### src/hw/rtl/mil_pkg.sv
package mil_pkg;

  // Parser phase, one-hot. Any code outside these is handled as the header phase.
  typedef enum logic [2:0] {
    PH_HEADER = 3'b001,
    PH_VALUE  = 3'b010,
    PH_SKIP   = 3'b100
  } mil_phase_t;

  // Positions within the item header.
  localparam logic [1:0] HDR_TYPE   = 2'd0;
  localparam logic [1:0] HDR_LEN_HI = 2'd1;
  localparam logic [1:0] HDR_LEN_LO = 2'd2;

  // One input transaction: a payload byte and its framing flags.
  typedef struct packed {
    logic        start_flag;
    logic [15:0] item_count;
    logic [7:0]  data_byte;
    logic        end_flag;
  } mil_item_t;

  // One output transaction.
  typedef struct packed {
    logic       keep_byte;
    logic [7:0] out_byte;
    logic       record_done;
    logic [9:0] record_len;
    logic       list_done;
  } mil_result_t;

  // Parser state carried from byte to byte.
  typedef struct packed {
    mil_phase_t  phase;
    logic [1:0]  header_index;
    logic [15:0] item_length;
    logic [15:0] kept_length;
    logic [15:0] byte_offset;
    logic [15:0] items_parsed;
    logic [15:0] items_expected;
  } mil_state_t;

  localparam mil_state_t MIL_STATE_RESET = '{
    phase:          PH_HEADER,
    header_index:   2'd0,
    item_length:    16'd0,
    kept_length:    16'd0,
    byte_offset:    16'd0,
    items_parsed:   16'd0,
    items_expected: 16'd0
  };

endpackage

### src/hw/rtl/mil_core.sv
module mil_core
  import mil_pkg::*;
#(
  parameter int MAX_RECORD = 512
) (
  input  mil_state_t  state,
  input  mil_item_t   item,
  output mil_state_t  state_next,
  output mil_result_t result
);

  // Longest value part kept in a record; the type byte makes up the rest.
  localparam logic [16:0] KEEP_MAX = 17'(MAX_RECORD - 1);

  mil_state_t  cur;
  mil_state_t  nxt;
  logic        finish;
  logic [16:0] off_inc;
  logic [15:0] new_len;
  logic [15:0] new_kept;
  logic [15:0] parsed_inc;
  logic [16:0] len_plus;

  assign off_inc    = {1'b0, state.byte_offset} + 17'd1;
  assign new_len    = {state.item_length[15:8], item.data_byte};
  assign new_kept   = ({1'b0, new_len} < KEEP_MAX) ? new_len : KEEP_MAX[15:0];
  assign len_plus   = {1'b0, cur.kept_length} + 17'd1;

  // Per-byte update of the parser.
  always_comb begin
    cur = state;
    // A start byte clears the parser and loads the announced count first.
    if (item.start_flag) begin
      cur = MIL_STATE_RESET;
      cur.items_expected = item.item_count;
    end

    nxt    = cur;
    finish = 1'b0;
    result = '0;

    unique case (cur.phase)
      PH_VALUE: begin
        result.keep_byte = 1'b1;
        result.out_byte  = item.data_byte;
        nxt.byte_offset  = off_inc[15:0];
        if (off_inc >= {1'b0, cur.kept_length}) begin
          if (cur.kept_length < cur.item_length) begin
            nxt.phase = PH_SKIP;
          end else begin
            finish             = 1'b1;
            result.record_done = 1'b1;
            result.record_len  = len_plus[9:0];
          end
        end
      end
      PH_SKIP: begin
        nxt.byte_offset = off_inc[15:0];
        if (off_inc >= {1'b0, cur.item_length}) begin
          finish             = 1'b1;
          result.record_done = 1'b1;
          result.record_len  = len_plus[9:0];
        end
      end
      default: begin
        unique case (cur.header_index)
          HDR_TYPE: begin
            result.keep_byte = 1'b1;
            result.out_byte  = item.data_byte;
            nxt.header_index = HDR_LEN_HI;
          end
          HDR_LEN_HI: begin
            nxt.item_length  = {item.data_byte, 8'h00};
            nxt.header_index = HDR_LEN_LO;
          end
          default: begin
            nxt.item_length  = new_len;
            nxt.kept_length  = new_kept;
            nxt.byte_offset  = 16'd0;
            nxt.header_index = HDR_TYPE;
            // A zero-length item closes on its last header byte.
            if (new_len == 16'd0) begin
              finish             = 1'b1;
              result.record_done = 1'b1;
              result.record_len  = 10'd1;
            end else begin
              nxt.phase = PH_VALUE;
            end
          end
        endcase
      end
    endcase

    // Close the item and check the list count.
    parsed_inc = cur.items_parsed + 16'd1;
    if (finish) begin
      nxt.phase        = PH_HEADER;
      nxt.header_index = HDR_TYPE;
      nxt.byte_offset  = 16'd0;
      nxt.items_parsed = parsed_inc;
      if (parsed_inc == cur.items_expected) begin
        result.list_done = 1'b1;
        nxt.item_length  = 16'd0;
        nxt.kept_length  = 16'd0;
        nxt.items_parsed = 16'd0;
      end
    end

    // An end byte clears the parser after it has been used, keeping the announced item count.
    if (item.end_flag) begin
      nxt                = MIL_STATE_RESET;
      nxt.items_expected = cur.items_expected;
    end

    state_next = nxt;
  end

endmodule

### src/hw/rtl/media_item_list_parser.sv
// Folder-items response parser, one payload byte per transaction.
// Input channel item_valid / item_stall / item carries a byte with its start
// and end flags; the start byte also carries the announced item count.
// Output channel result_valid / result_stall / result gives one transaction
// per input byte: the record byte with its keep flag, the record end with its
// length, and the list end.
// Each byte passes an input register, one step of parser logic, and the
// result register. Throughput is one byte per cycle while result_stall is
// low, set by the combinational parser update.
// When the receiver stalls, the result holds and a byte is still taken into
// the input register while it is empty; once it is full, item_stall rises
// until the result drains.
// A synchronous reset empties both registers and returns the parser to the
// header phase with a zero item count.
module media_item_list_parser
  import mil_pkg::*;
#(
  parameter int MAX_RECORD = 512
) (
  input  logic        clk,
  input  logic        rst,
  input  logic        item_valid,
  output logic        item_stall,
  input  mil_item_t   item,
  output logic        result_valid,
  input  logic        result_stall,
  output mil_result_t result
);

  logic        held_valid;
  mil_item_t   held;
  mil_state_t  state;
  mil_state_t  state_next;
  mil_result_t step_result;
  logic        take;
  logic        advance;

  // Handshake: the input register moves on whenever the result register frees.
  assign advance    = held_valid && (!result_valid || !result_stall);
  assign item_stall = held_valid && result_valid && result_stall;
  assign take       = item_valid && !item_stall;

  mil_core #(
    .MAX_RECORD(MAX_RECORD)
  ) u_core (
    .state     (state),
    .item      (held),
    .state_next(state_next),
    .result    (step_result)
  );

  // Control and parser state.
  always_ff @(posedge clk) begin
    if (rst) begin
      held_valid   <= 1'b0;
      result_valid <= 1'b0;
      state        <= MIL_STATE_RESET;
    end else begin
      if (take) begin
        held_valid <= 1'b1;
      end else if (advance) begin
        held_valid <= 1'b0;
      end
      if (advance) begin
        result_valid <= 1'b1;
        state        <= state_next;
      end else if (!result_stall) begin
        result_valid <= 1'b0;
      end
    end
  end

  // Payload registers.
  always_ff @(posedge clk) begin
    if (take) begin
      held <= item;
    end
    if (advance) begin
      result <= step_result;
    end
  end

endmodule

### config.mk
export PLATFORM = sky130hd
export DESIGN_NAME = media_item_list_parser
export DESIGN_NICKNAME = d
export VERILOG_FILES = /design/src/hw/rtl/mil_pkg.sv /design/src/hw/rtl/mil_core.sv /design/src/hw/rtl/media_item_list_parser.sv
export SDC_FILE = /design/constraint.sdc
export NUM_CORES = 1
export LEC_CHECK = 0
export ABC_CLOCK_PERIOD_IN_PS = 8900
export BUFFER_PORTS_ARGS = -buffer_cell sky130_fd_sc_hd__clkbuf_2
export CAP_MARGIN = 20
export CORE_ASPECT_RATIO = 1.25
export CORE_MARGIN = 5
export CORE_UTILIZATION = 36
export CTS_BUF_LIST = sky130_fd_sc_hd__clkbuf_4 sky130_fd_sc_hd__clkbuf_8 sky130_fd_sc_hd__clkbuf_16
export DETAILED_ROUTE_END_ITERATION = 10
export GPL_TIMING_DRIVEN = 0
export SETUP_SLACK_MARGIN = 0.15
export SYNTH_ARGS = -nofsm -noshare
export SYNTH_HDL_FRONTEND = slang
export SYNTH_SLANG_ARGS = --single-unit
### constraint.sdc
create_clock -name clk -period 8.9 [get_ports clk]
set_input_delay 1.335 -clock clk [delete_from_list [all_inputs] [get_ports clk]]
set_output_delay 1.335 -clock clk [all_outputs]
set_load 0.1 [all_outputs]
==> out/results.txt, run 1 <==
clock sink count: 134
average wire length per cell after detail routing: 17.5 um
die area: 24600 um2
number of warning messages in the yosys log: 0
Design Power: 1460 uW
clock transition at the registers of the reported paths: 0.07 ns
Seq/Total Area, Yosys: 40.7%
Chip Width: 141 um
number of port buffers: 51
Starting DRT DRC Count: 428
number of flip-flops and latches in the synthesized netlist: 134
termination of the worst setup path: state[54]
power density normalized to cell area: 163 nW/um2
Max-Slew Margin vs Limit: 35.5%
Post-synth top flop: sky130_fd_sc_hd__dfxtp_1
CP Buf/Inv Count: 7
dominant combinational cell family by area after synthesis: simple AND/OR/NAND/NOR gates
count of buffers added by post-CTS timing repair for setup: 0
element type at the critical path end: flip-flop
DP HPWL: 16600 um
Least-Margin Pin Slew: 0.960 ns
First-pass DRT Iterations: 5
first-pass GRT wire length: 35100 um
overall via count from detail_route: 6725
worst vdd rail ir drop: 0.131 mV
most common cell after layout, fill and taps aside: sky130_fd_sc_hd__nand2_1
final critical-path required period: 6.18 ns
H-tree lvl count: 4
average footprint of a synthesized cell: 8.85 um2
Final Max Tran Viols: 0
DRC Markers: 0
weighted congestion at the end of routability-driven global placement: 0.908
number of distinct library cells after synthesis: 73
setup slack of the most critical reg-to-reg path: 2.72 ns
buffer depth of the longest clock path: 2
setup skew after layout: 0.00982 ns
most frequent cells in the layout: sky130_fd_sc_hd__nand2_1 (92), sky130_fd_sc_hd__dfxtp_1 (87), sky130_fd_sc_hd__nor2_1 (74), sky130_fd_sc_hd__a21oi_1 (52), sky130_fd_sc_hd__clkbuf_2 (51)
worst reg2reg path endpoint: state[54]
mux cell area share after synthesis: 0.920%
cell type of the slowest stage on the worst timing path: sky130_fd_sc_hd__edfxtp_1
I/O pin count: 53
net count after synthesis: 952
number of antenna violations at the first check in global routing: 0
kind of critical path: reg2reg
Worst Reg2Reg Path Length in Cells: 18
final worst-path cycle share: 69.4%
area fraction in and, or, nand and nor cells after synthesis: 23.6%
worst r2r src: held[25]
adder and majority gate portion of the synthesized area: 7.42%
clock tree from TritonCTS: yes
count of standard-cell rows: 60
cell types occupying the most area after synthesis: sky130_fd_sc_hd__dfxtp_1 (22%), sky130_fd_sc_hd__edfxtp_1 (18%), sky130_fd_sc_hd__ha_1 (7.4%), sky130_fd_sc_hd__nand2_1 (4.5%), sky130_fd_sc_hd__nor2_1 (3.6%)
number of max-cap violations: 0
fraction of layout cells with a size suffix above 1: 12.0%
total leakage power: 0.00344 uW
fraction of the mapped netlist area in compound gates: 17.5%
Largest delay share family, worst path: buffers and inverters
setup TNS: 0 ns
post-synthesis cell type with the largest combined area: sky130_fd_sc_hd__dfxtp_1
Final Hold Violating Endpoints: 0
crit-path max FO: 10
layout overhead on the synthesized area: 15.8%
arrival time at the worst endpoint: 6.49 ns
Max Fclk: 162 MHz
cts hold-fix bufs: 0
number of buffers created by CTS: 17
CP cell instances: buf_2 -> clkbuf_1 -> buf_1 -> clkbuf_1 -> clkbuf_1 -> nor2_1 -> ha_1 -> clkbuf_1 -> and3_1 -> and4_1 -> and3_1 -> xnor2_1 -> nand4_1 -> nor4_2 -> o21ai_1 -> a31oi_1 -> buf_2 -> o22ai_1
initial cell density of the core: 36.3%
cell occurring most often along the worst timing path: sky130_fd_sc_hd__clkbuf_1
final design instance area without fill: 8980 um2
classification of the worst-slack hold path: reg2reg
insertion delay of the later-clocked pin in the worst-skew pair: 0.44 ns
number of antenna repair diodes: 0
proportion of synthesized flip-flops having asynchronous set or reset: 0%
number of antenna-violating nets in the routed design: 0
CP Data Required Time: 9.21 ns
count of flip-flops with a built-in enable after synthesis: 47
number of endpoints failing setup at the final stage: 0
number of global-route vias before repair: 6734
clock root buffer: sky130_fd_sc_hd__clkbuf_16
GRT overflow: 0
post-DR vias/cell: 5.42
status: completed
critical path depth in cells: 18
RSZ-0062 raised after global routing: no
xor-xnor portion of the synthesized cell area: 5.63%
cts repair resizes: 0
Std-Cell Core Area: 21400 um2
number of inserted filler cells in the final layout: 2129
Worst setup SP type: flip-flop
Critical Path Start: held[25]
total global routing track utilization: 17.9%
dpl cell area: 8410 um2
Synth Instances: 876
aggregate routed wire length: 21700 um
Nets: 1024
netlist area before placement: 7760 um2
Die Y: 174 um
largest stage delay on the critical path: 0.63 ns
pin count of the biggest net entering global routing: 20
area share of the largest cell type after synthesis: 22.5%
-- final cells by class --
| cell class | count | area (um2) | share of cell area, % |
|---|---|---|---|
| flip-flops and latches | 134 | 3150 | 35.1 |
| repair buffers | 53 | 298 | 3.31 |
| inverters | 43 | 161 | 1.80 |
| clock buffers | 18 | 450 | 5.01 |
| well taps | 279 | 349 | 3.89 |
| plain buffers | 39 | 173 | 1.92 |
| clock inverters | 14 | 128 | 1.42 |
| multi-input cells | 660 | 4270 | 47.5 |
-- cell families (layout without fill, tap and decap cells) --
kind of cell    after synthesis  in the layout
simple gates                349            349
xor+xnor                     49             49
fa+ha+maj                    46             46
compound gates              209            209
mux                           7              7
buf+inv                      82            167
flops                       134            134
-- worst min path at each step --
stage               from        end  slack [ns]  cells after the start
2_1_floorplan  state[57]  state[57]        0.44                      1
3_3_place_gp   state[57]  state[57]        0.45                      1
3_5_place_dp    state[6]   state[6]        0.46                      2
4_1_cts         state[6]   state[6]        0.47                      2
5_1_grt         state[6]   state[6]        0.48                      2
6_report        state[6]   state[6]        0.47                      2
-- report_power, final --
part | leakage [uW] | switching, uW | internal (uW)
Clock | 0.000279 | 310 | 385
Combinational | 0.00201 | 79.4 | 28.3
Sequential | 0.00115 | 11.3 | 649
Total | 0.00344 | 401 | 1060
-- synthesized netlist by cell type (all sizes together), types with 3 or more instances --
| library cell | n |
|---|---|
| and3 | 12 |
| o31ai | 7 |
| xor2 | 18 |
| dfxtp | 87 |
| a22oi | 15 |
| nand3b | 3 |
| nor2 | 75 |
| buf | 16 |
| a31oi | 12 |
| xnor2 | 31 |
| or2 | 3 |
| nor3 | 15 |
| nor4 | 9 |
| nand2b | 30 |
| a211oi | 16 |
| a22o | 10 |
| nand4 | 20 |
| nor3b | 4 |
| a21oi | 52 |
| and4 | 4 |
| a21o | 10 |
| inv | 42 |
| ha | 46 |
| mux2i | 6 |
| nor2b | 31 |
| o211ai | 4 |
| edfxtp | 47 |
| clkbuf | 23 |
| nand3 | 37 |
| o22ai | 19 |
| or4 | 4 |
| o21ai | 38 |
| nand2 | 92 |
| a211o | 3 |
-- worst min-delay path, cell delays in order (launching register included) --
cell and delay [ns]:
sky130_fd_sc_hd__dfxtp_1 0.32, sky130_fd_sc_hd__nand2_1 0.05, sky130_fd_sc_hd__a21oi_1 0.05
-- sequential cells by signal, indices dropped and copies added, names as in the netlist --
signal,flops
state,85
held,26
result,21
held_valid,1
result_valid,1
-- through the flow --
| stage | util (%) | hold slack (ns) | cells | worst slack [ns] |
|---|---|---|---|---|
| after floorplan | - | 0.439 | 876 | 4.74 |
| after global placement | 39.1 | 0.455 | 1206 | 2.74 |
| after detailed placement | 39.3 | 0.459 | 1208 | 2.73 |
| after CTS | 42.0 | 0.468 | 1240 | 2.72 |
| after global routing | 42.0 | 0.482 | 1240 | 2.30 |
| final | 42.0 | 0.466 | 1240 | 2.72 |
-- layer usage --
| metal | wire length, um | GRT usage [%] | vias up |
|---|---|---|---|
| li1 | - | - | 3328 |
| met1 | 9020 | 20.7 | 3185 |
| met2 | 11300 | 32.8 | 163 |
| met3 | 784 | 3.05 | 49 |
| met4 | 556 | 6.62 | 0 |
| met5 | 0 | 0 | - |
Note: power is estimated with default switching activity, not from simulation.
==> run 2: changes to the inputs <==
ABC_AREA = 1   (was default)
ABC_CLOCK_PERIOD_IN_PS = 4980   (was 8900)
clock period = 4.98 ns   (was 8.9 ns; I/O delays follow)
==> run 2 against run 1 <==
- die area increased by 13%
- sequential share of layout area shrank 4.0 points
- sequential power grew 79%
- flip-flop and latch count is the same
- register-to-register slack worse by 1.8 ns
- critical path depth increased by 1
- worst setup slack lost 1.8 ns
- cell count increased by 27%
- synthesized cell count is 33% higher
- clock skew fell by 0.0020 ns
- highest routed layer unchanged
==> out/results.txt, run 2 <==
pin count of the biggest net entering global routing: 31 (+55%)
weighted congestion at the end of routability-driven global placement: 0.969 (+6.7%)
kind of critical path: reg2reg
clock tree from TritonCTS: yes
DRC Markers: 0 (unchanged)
die area: 27700 um2 (+13%)
number of max-cap violations: 0 (unchanged)
GRT overflow: 0 (unchanged)
setup slack of the most critical reg-to-reg path: 0.88 ns (-1.84 ns)
Max-Slew Margin vs Limit: 46.4% (+11 points)
worst vdd rail ir drop: 0.174 mV (+32%)
Post-synth top flop: sky130_fd_sc_hd__dfxtp_1
crit-path max FO: 10 (unchanged)
count of standard-cell rows: 64 (+6.7%)
Worst Reg2Reg Path Length in Cells: 19 (+1)
number of antenna violations at the first check in global routing: 0 (unchanged)
most flop-heavy register: state
worst r2r src: held[25]
count of flip-flops with a built-in enable after synthesis: 47 (unchanged)
average wire length per cell after detail routing: 15.9 um (-9.3%)
area share of the largest cell type after synthesis: 19.8% (-2.7 points)
proportion of synthesized flip-flops having asynchronous set or reset: 0% (unchanged)
post-DR vias/cell: 5.09 (-6.2%)
post-synthesis cell type with the largest combined area: sky130_fd_sc_hd__dfxtp_1
Nets: 1311 (+28%)
CP Data Required Time: 5.26 ns (-3.95 ns)
most frequent cells in the layout: sky130_fd_sc_hd__nand2_1 (259), sky130_fd_sc_hd__inv_1 (135), sky130_fd_sc_hd__nor2_1 (101), sky130_fd_sc_hd__dfxtp_1 (87), sky130_fd_sc_hd__a21oi_1 (79)
clock root buffer: sky130_fd_sc_hd__clkbuf_16
netlist area before placement: 8810 um2 (+14%)
RSZ-0062 raised after global routing: no
average footprint of a synthesized cell: 7.57 um2 (-14%)
number of warning messages in the yosys log: 0 (unchanged)
insertion delay of the later-clocked pin in the worst-skew pair: 0.43 ns (about the same)
count of buffers added by post-CTS timing repair for setup: 0 (unchanged)
most common cell after layout, fill and taps aside: sky130_fd_sc_hd__nand2_1
number of flip-flops and latches in the synthesized netlist: 134 (unchanged)
clock sink count: 134 (unchanged)
number of antenna-violating nets in the routed design: 0 (unchanged)
number of distinct library cells after synthesis: 57 (-22%)
arrival time at the worst endpoint: 4.37 ns (-2.12 ns)
final cell utilization of the core: 41.6% (-0.34 points)
aggregate routed wire length: 25000 um (+15%)
total leakage power: 0.00415 uW (+21%)
I/O pin count: 53 (unchanged)
Final Hold Violating Endpoints: 0 (unchanged)
worst reg2reg path endpoint: state[68]
first-pass GRT wire length: 40100 um (+14%)
total global routing track utilization: 18.4% (+0.49 points)
Std-Cell Core Area: 24300 um2 (+14%)
leading cell types by count after synthesis: sky130_fd_sc_hd__nand2_1 (259), sky130_fd_sc_hd__inv_1 (135), sky130_fd_sc_hd__nor2_1 (101)
cell types occupying the most area after synthesis: sky130_fd_sc_hd__dfxtp_1 (20%), sky130_fd_sc_hd__edfxtp_1 (16%), sky130_fd_sc_hd__nand2_1 (11%), sky130_fd_sc_hd__ha_1 (6.5%), sky130_fd_sc_hd__inv_1 (5.7%)
number of port buffers: 51 (unchanged)
cts repair resizes: 0 (unchanged)
Worst setup SP type: flip-flop
status: completed
Critical Path Start: held[25]
buffer depth of the longest clock path: 2 (unchanged)
Seq/Total Area, Yosys: 35.8% (-4.9 points)
Setup WS post-layout: 0.883 ns (-1.84 ns)
termination of the worst setup path: state[68]
number of endpoints failing setup at the final stage: 0 (unchanged)
Die Y: 185 um (+6.2%)
Synth Instances: 1164 (+33%)
layout overhead on the synthesized area: 15.0%
First-pass DRT Iterations: 5 (unchanged)
classification of the worst-slack hold path: reg2reg
smallest hold slack: 0.453 ns (-0.0136 ns)
initial cell density of the core: 36.2% (-0.042 points)
element type at the critical path end: flip-flop
setup skew after layout: 0.00786 ns (-0.00196 ns)
Design Power: 2780 uW (+90%)
largest registers: state (85), held (26), result (21)
final worst-path cycle share: 82.3% (+13 points)
most common cell in the netlist: sky130_fd_sc_hd__nand2_1
H-tree lvl count: 4 (unchanged)
setup TNS: 0 ns (unchanged)
Final Max Tran Viols: 0 (unchanged)
Least-Margin Pin Slew: 0.804 ns (-0.156 ns)
clock transition at the registers of the reported paths: 0.06 ns (about the same)
Starting DRT DRC Count: 550 (+29%)
final critical-path required period: 4.10 ns (-2.08 ns)
cts hold-fix bufs: 0 (unchanged)
overall via count from detail_route: 8025 (+19%)
max FFs per register: 85 (unchanged)
Max Fclk: 244 MHz (+51%)
fraction of layout cells with a size suffix above 1: 18.3% (+6.3 points)
power density normalized to cell area: 274 nW/um2 (+69%)
DP HPWL: 19500 um (+18%)
worst setup slack before clock tree synthesis: 0.923 ns (-1.81 ns)
number of buffers created by CTS: 17 (unchanged)
number of antenna repair diodes: 0 (unchanged)
number of global-route vias before repair: 7712 (+15%)
net count after synthesis: 1240 (+30%)
Chip Width: 150 um (+6.1%)
-- run 2: cell types whose count changed after synthesis, sizes merged, moves of 15 or more --
cell | before | now
nand2 | 92 | 302
a21oi | 52 | 108
nand2b | 30 | 0
nor2b | 31 | 0
a22oi | 15 | 0
nor2 | 75 | 113
xnor2 | 31 | 5
o22ai | 19 | 0
nand4 | 20 | 39
inv | 42 | 145
nand3 | 37 | 65
-- run 2: logic make-up after synthesis --
logic type               Yosys count  synth area share [%]
buffers and inverters            197                  10.0
XOR/XNOR                          25                  2.88
AND/OR/NAND/NOR                  560                  30.4
adder cells (fa/ha/maj)           46                  6.53
flip-flops                       134                  35.8
multiplexers                       1                 0.114
AO/OA/AOI/OAI                    201                  14.3
-- run 2: final cells by class --
| type | count | area [um2] |
|---|---|---|
| buffer | 50 | 327 |
| clock buffer | 17 | 425 |
| clock inverter | 15 | 201 |
| fill | 2551 | 14200 |
| inverter | 147 | 557 |
| multi-input combinational | 833 | 4780 |
| sequential | 134 | 3150 |
| tap | 330 | 413 |
| timing repair buffer | 52 | 283 |
-- run 2: power breakdown --
group	total, uW	switching (uW)	internal, uW
Combinational	247	185	61.8
Sequential	1180	16.6	1170
Clock	1350	512	840
-- run 2: worst min path at each step --
stage | start | endpoint | slack [ns] | depth (start not counted)
6_report | state[1] | state[1] | 0.45 | 2
5_1_grt | item[20] | held[20] | 0.47 | 1
4_1_cts | state[1] | state[1] | 0.45 | 2
3_5_place_dp | state[1] | state[1] | 0.44 | 2
3_3_place_gp | state[1] | state[1] | 0.44 | 2
2_1_floorplan | state[1] | state[1] | 0.42 | 2
-- run 2: routing by layer --
metal	wire [um]	GRT usage, %
met5	0	0
met4	613	6.08
met3	947	2.89
met2	12800	33.5
met1	10700	22.0
-- run 2: critical path: stages, from the launching register on --
cell and delay (ns):
sky130_fd_sc_hd__edfxtp_1 0.34, sky130_fd_sc_hd__buf_6 0.17, sky130_fd_sc_hd__buf_6 0.18, sky130_fd_sc_hd__clkbuf_1 0.57, sky130_fd_sc_hd__buf_1 0.49, sky130_fd_sc_hd__nor2_1 0.26, sky130_fd_sc_hd__ha_1 0.34, sky130_fd_sc_hd__nand2_1 0.05
sky130_fd_sc_hd__nor4b_1 0.31, sky130_fd_sc_hd__nand2_1 0.11, sky130_fd_sc_hd__nand3b_1 0.09, sky130_fd_sc_hd__inv_1 0.05, sky130_fd_sc_hd__nand2_2 0.08, sky130_fd_sc_hd__nand3_4 0.16, sky130_fd_sc_hd__nand3_4 0.15, sky130_fd_sc_hd__buf_6 0.18
sky130_fd_sc_hd__nand2_8 0.10, sky130_fd_sc_hd__buf_12 0.17, sky130_fd_sc_hd__nand2_2 0.06, sky130_fd_sc_hd__a21oi_2 0.05
-- run 2: metrics by stage --
stage               instances  cell area [um2]
global route             1578            10100
detailed placement       1546             9510
CTS                      1578            10100
floorplan                1164             8810
finish                   1578            10100
global placement         1545             9480
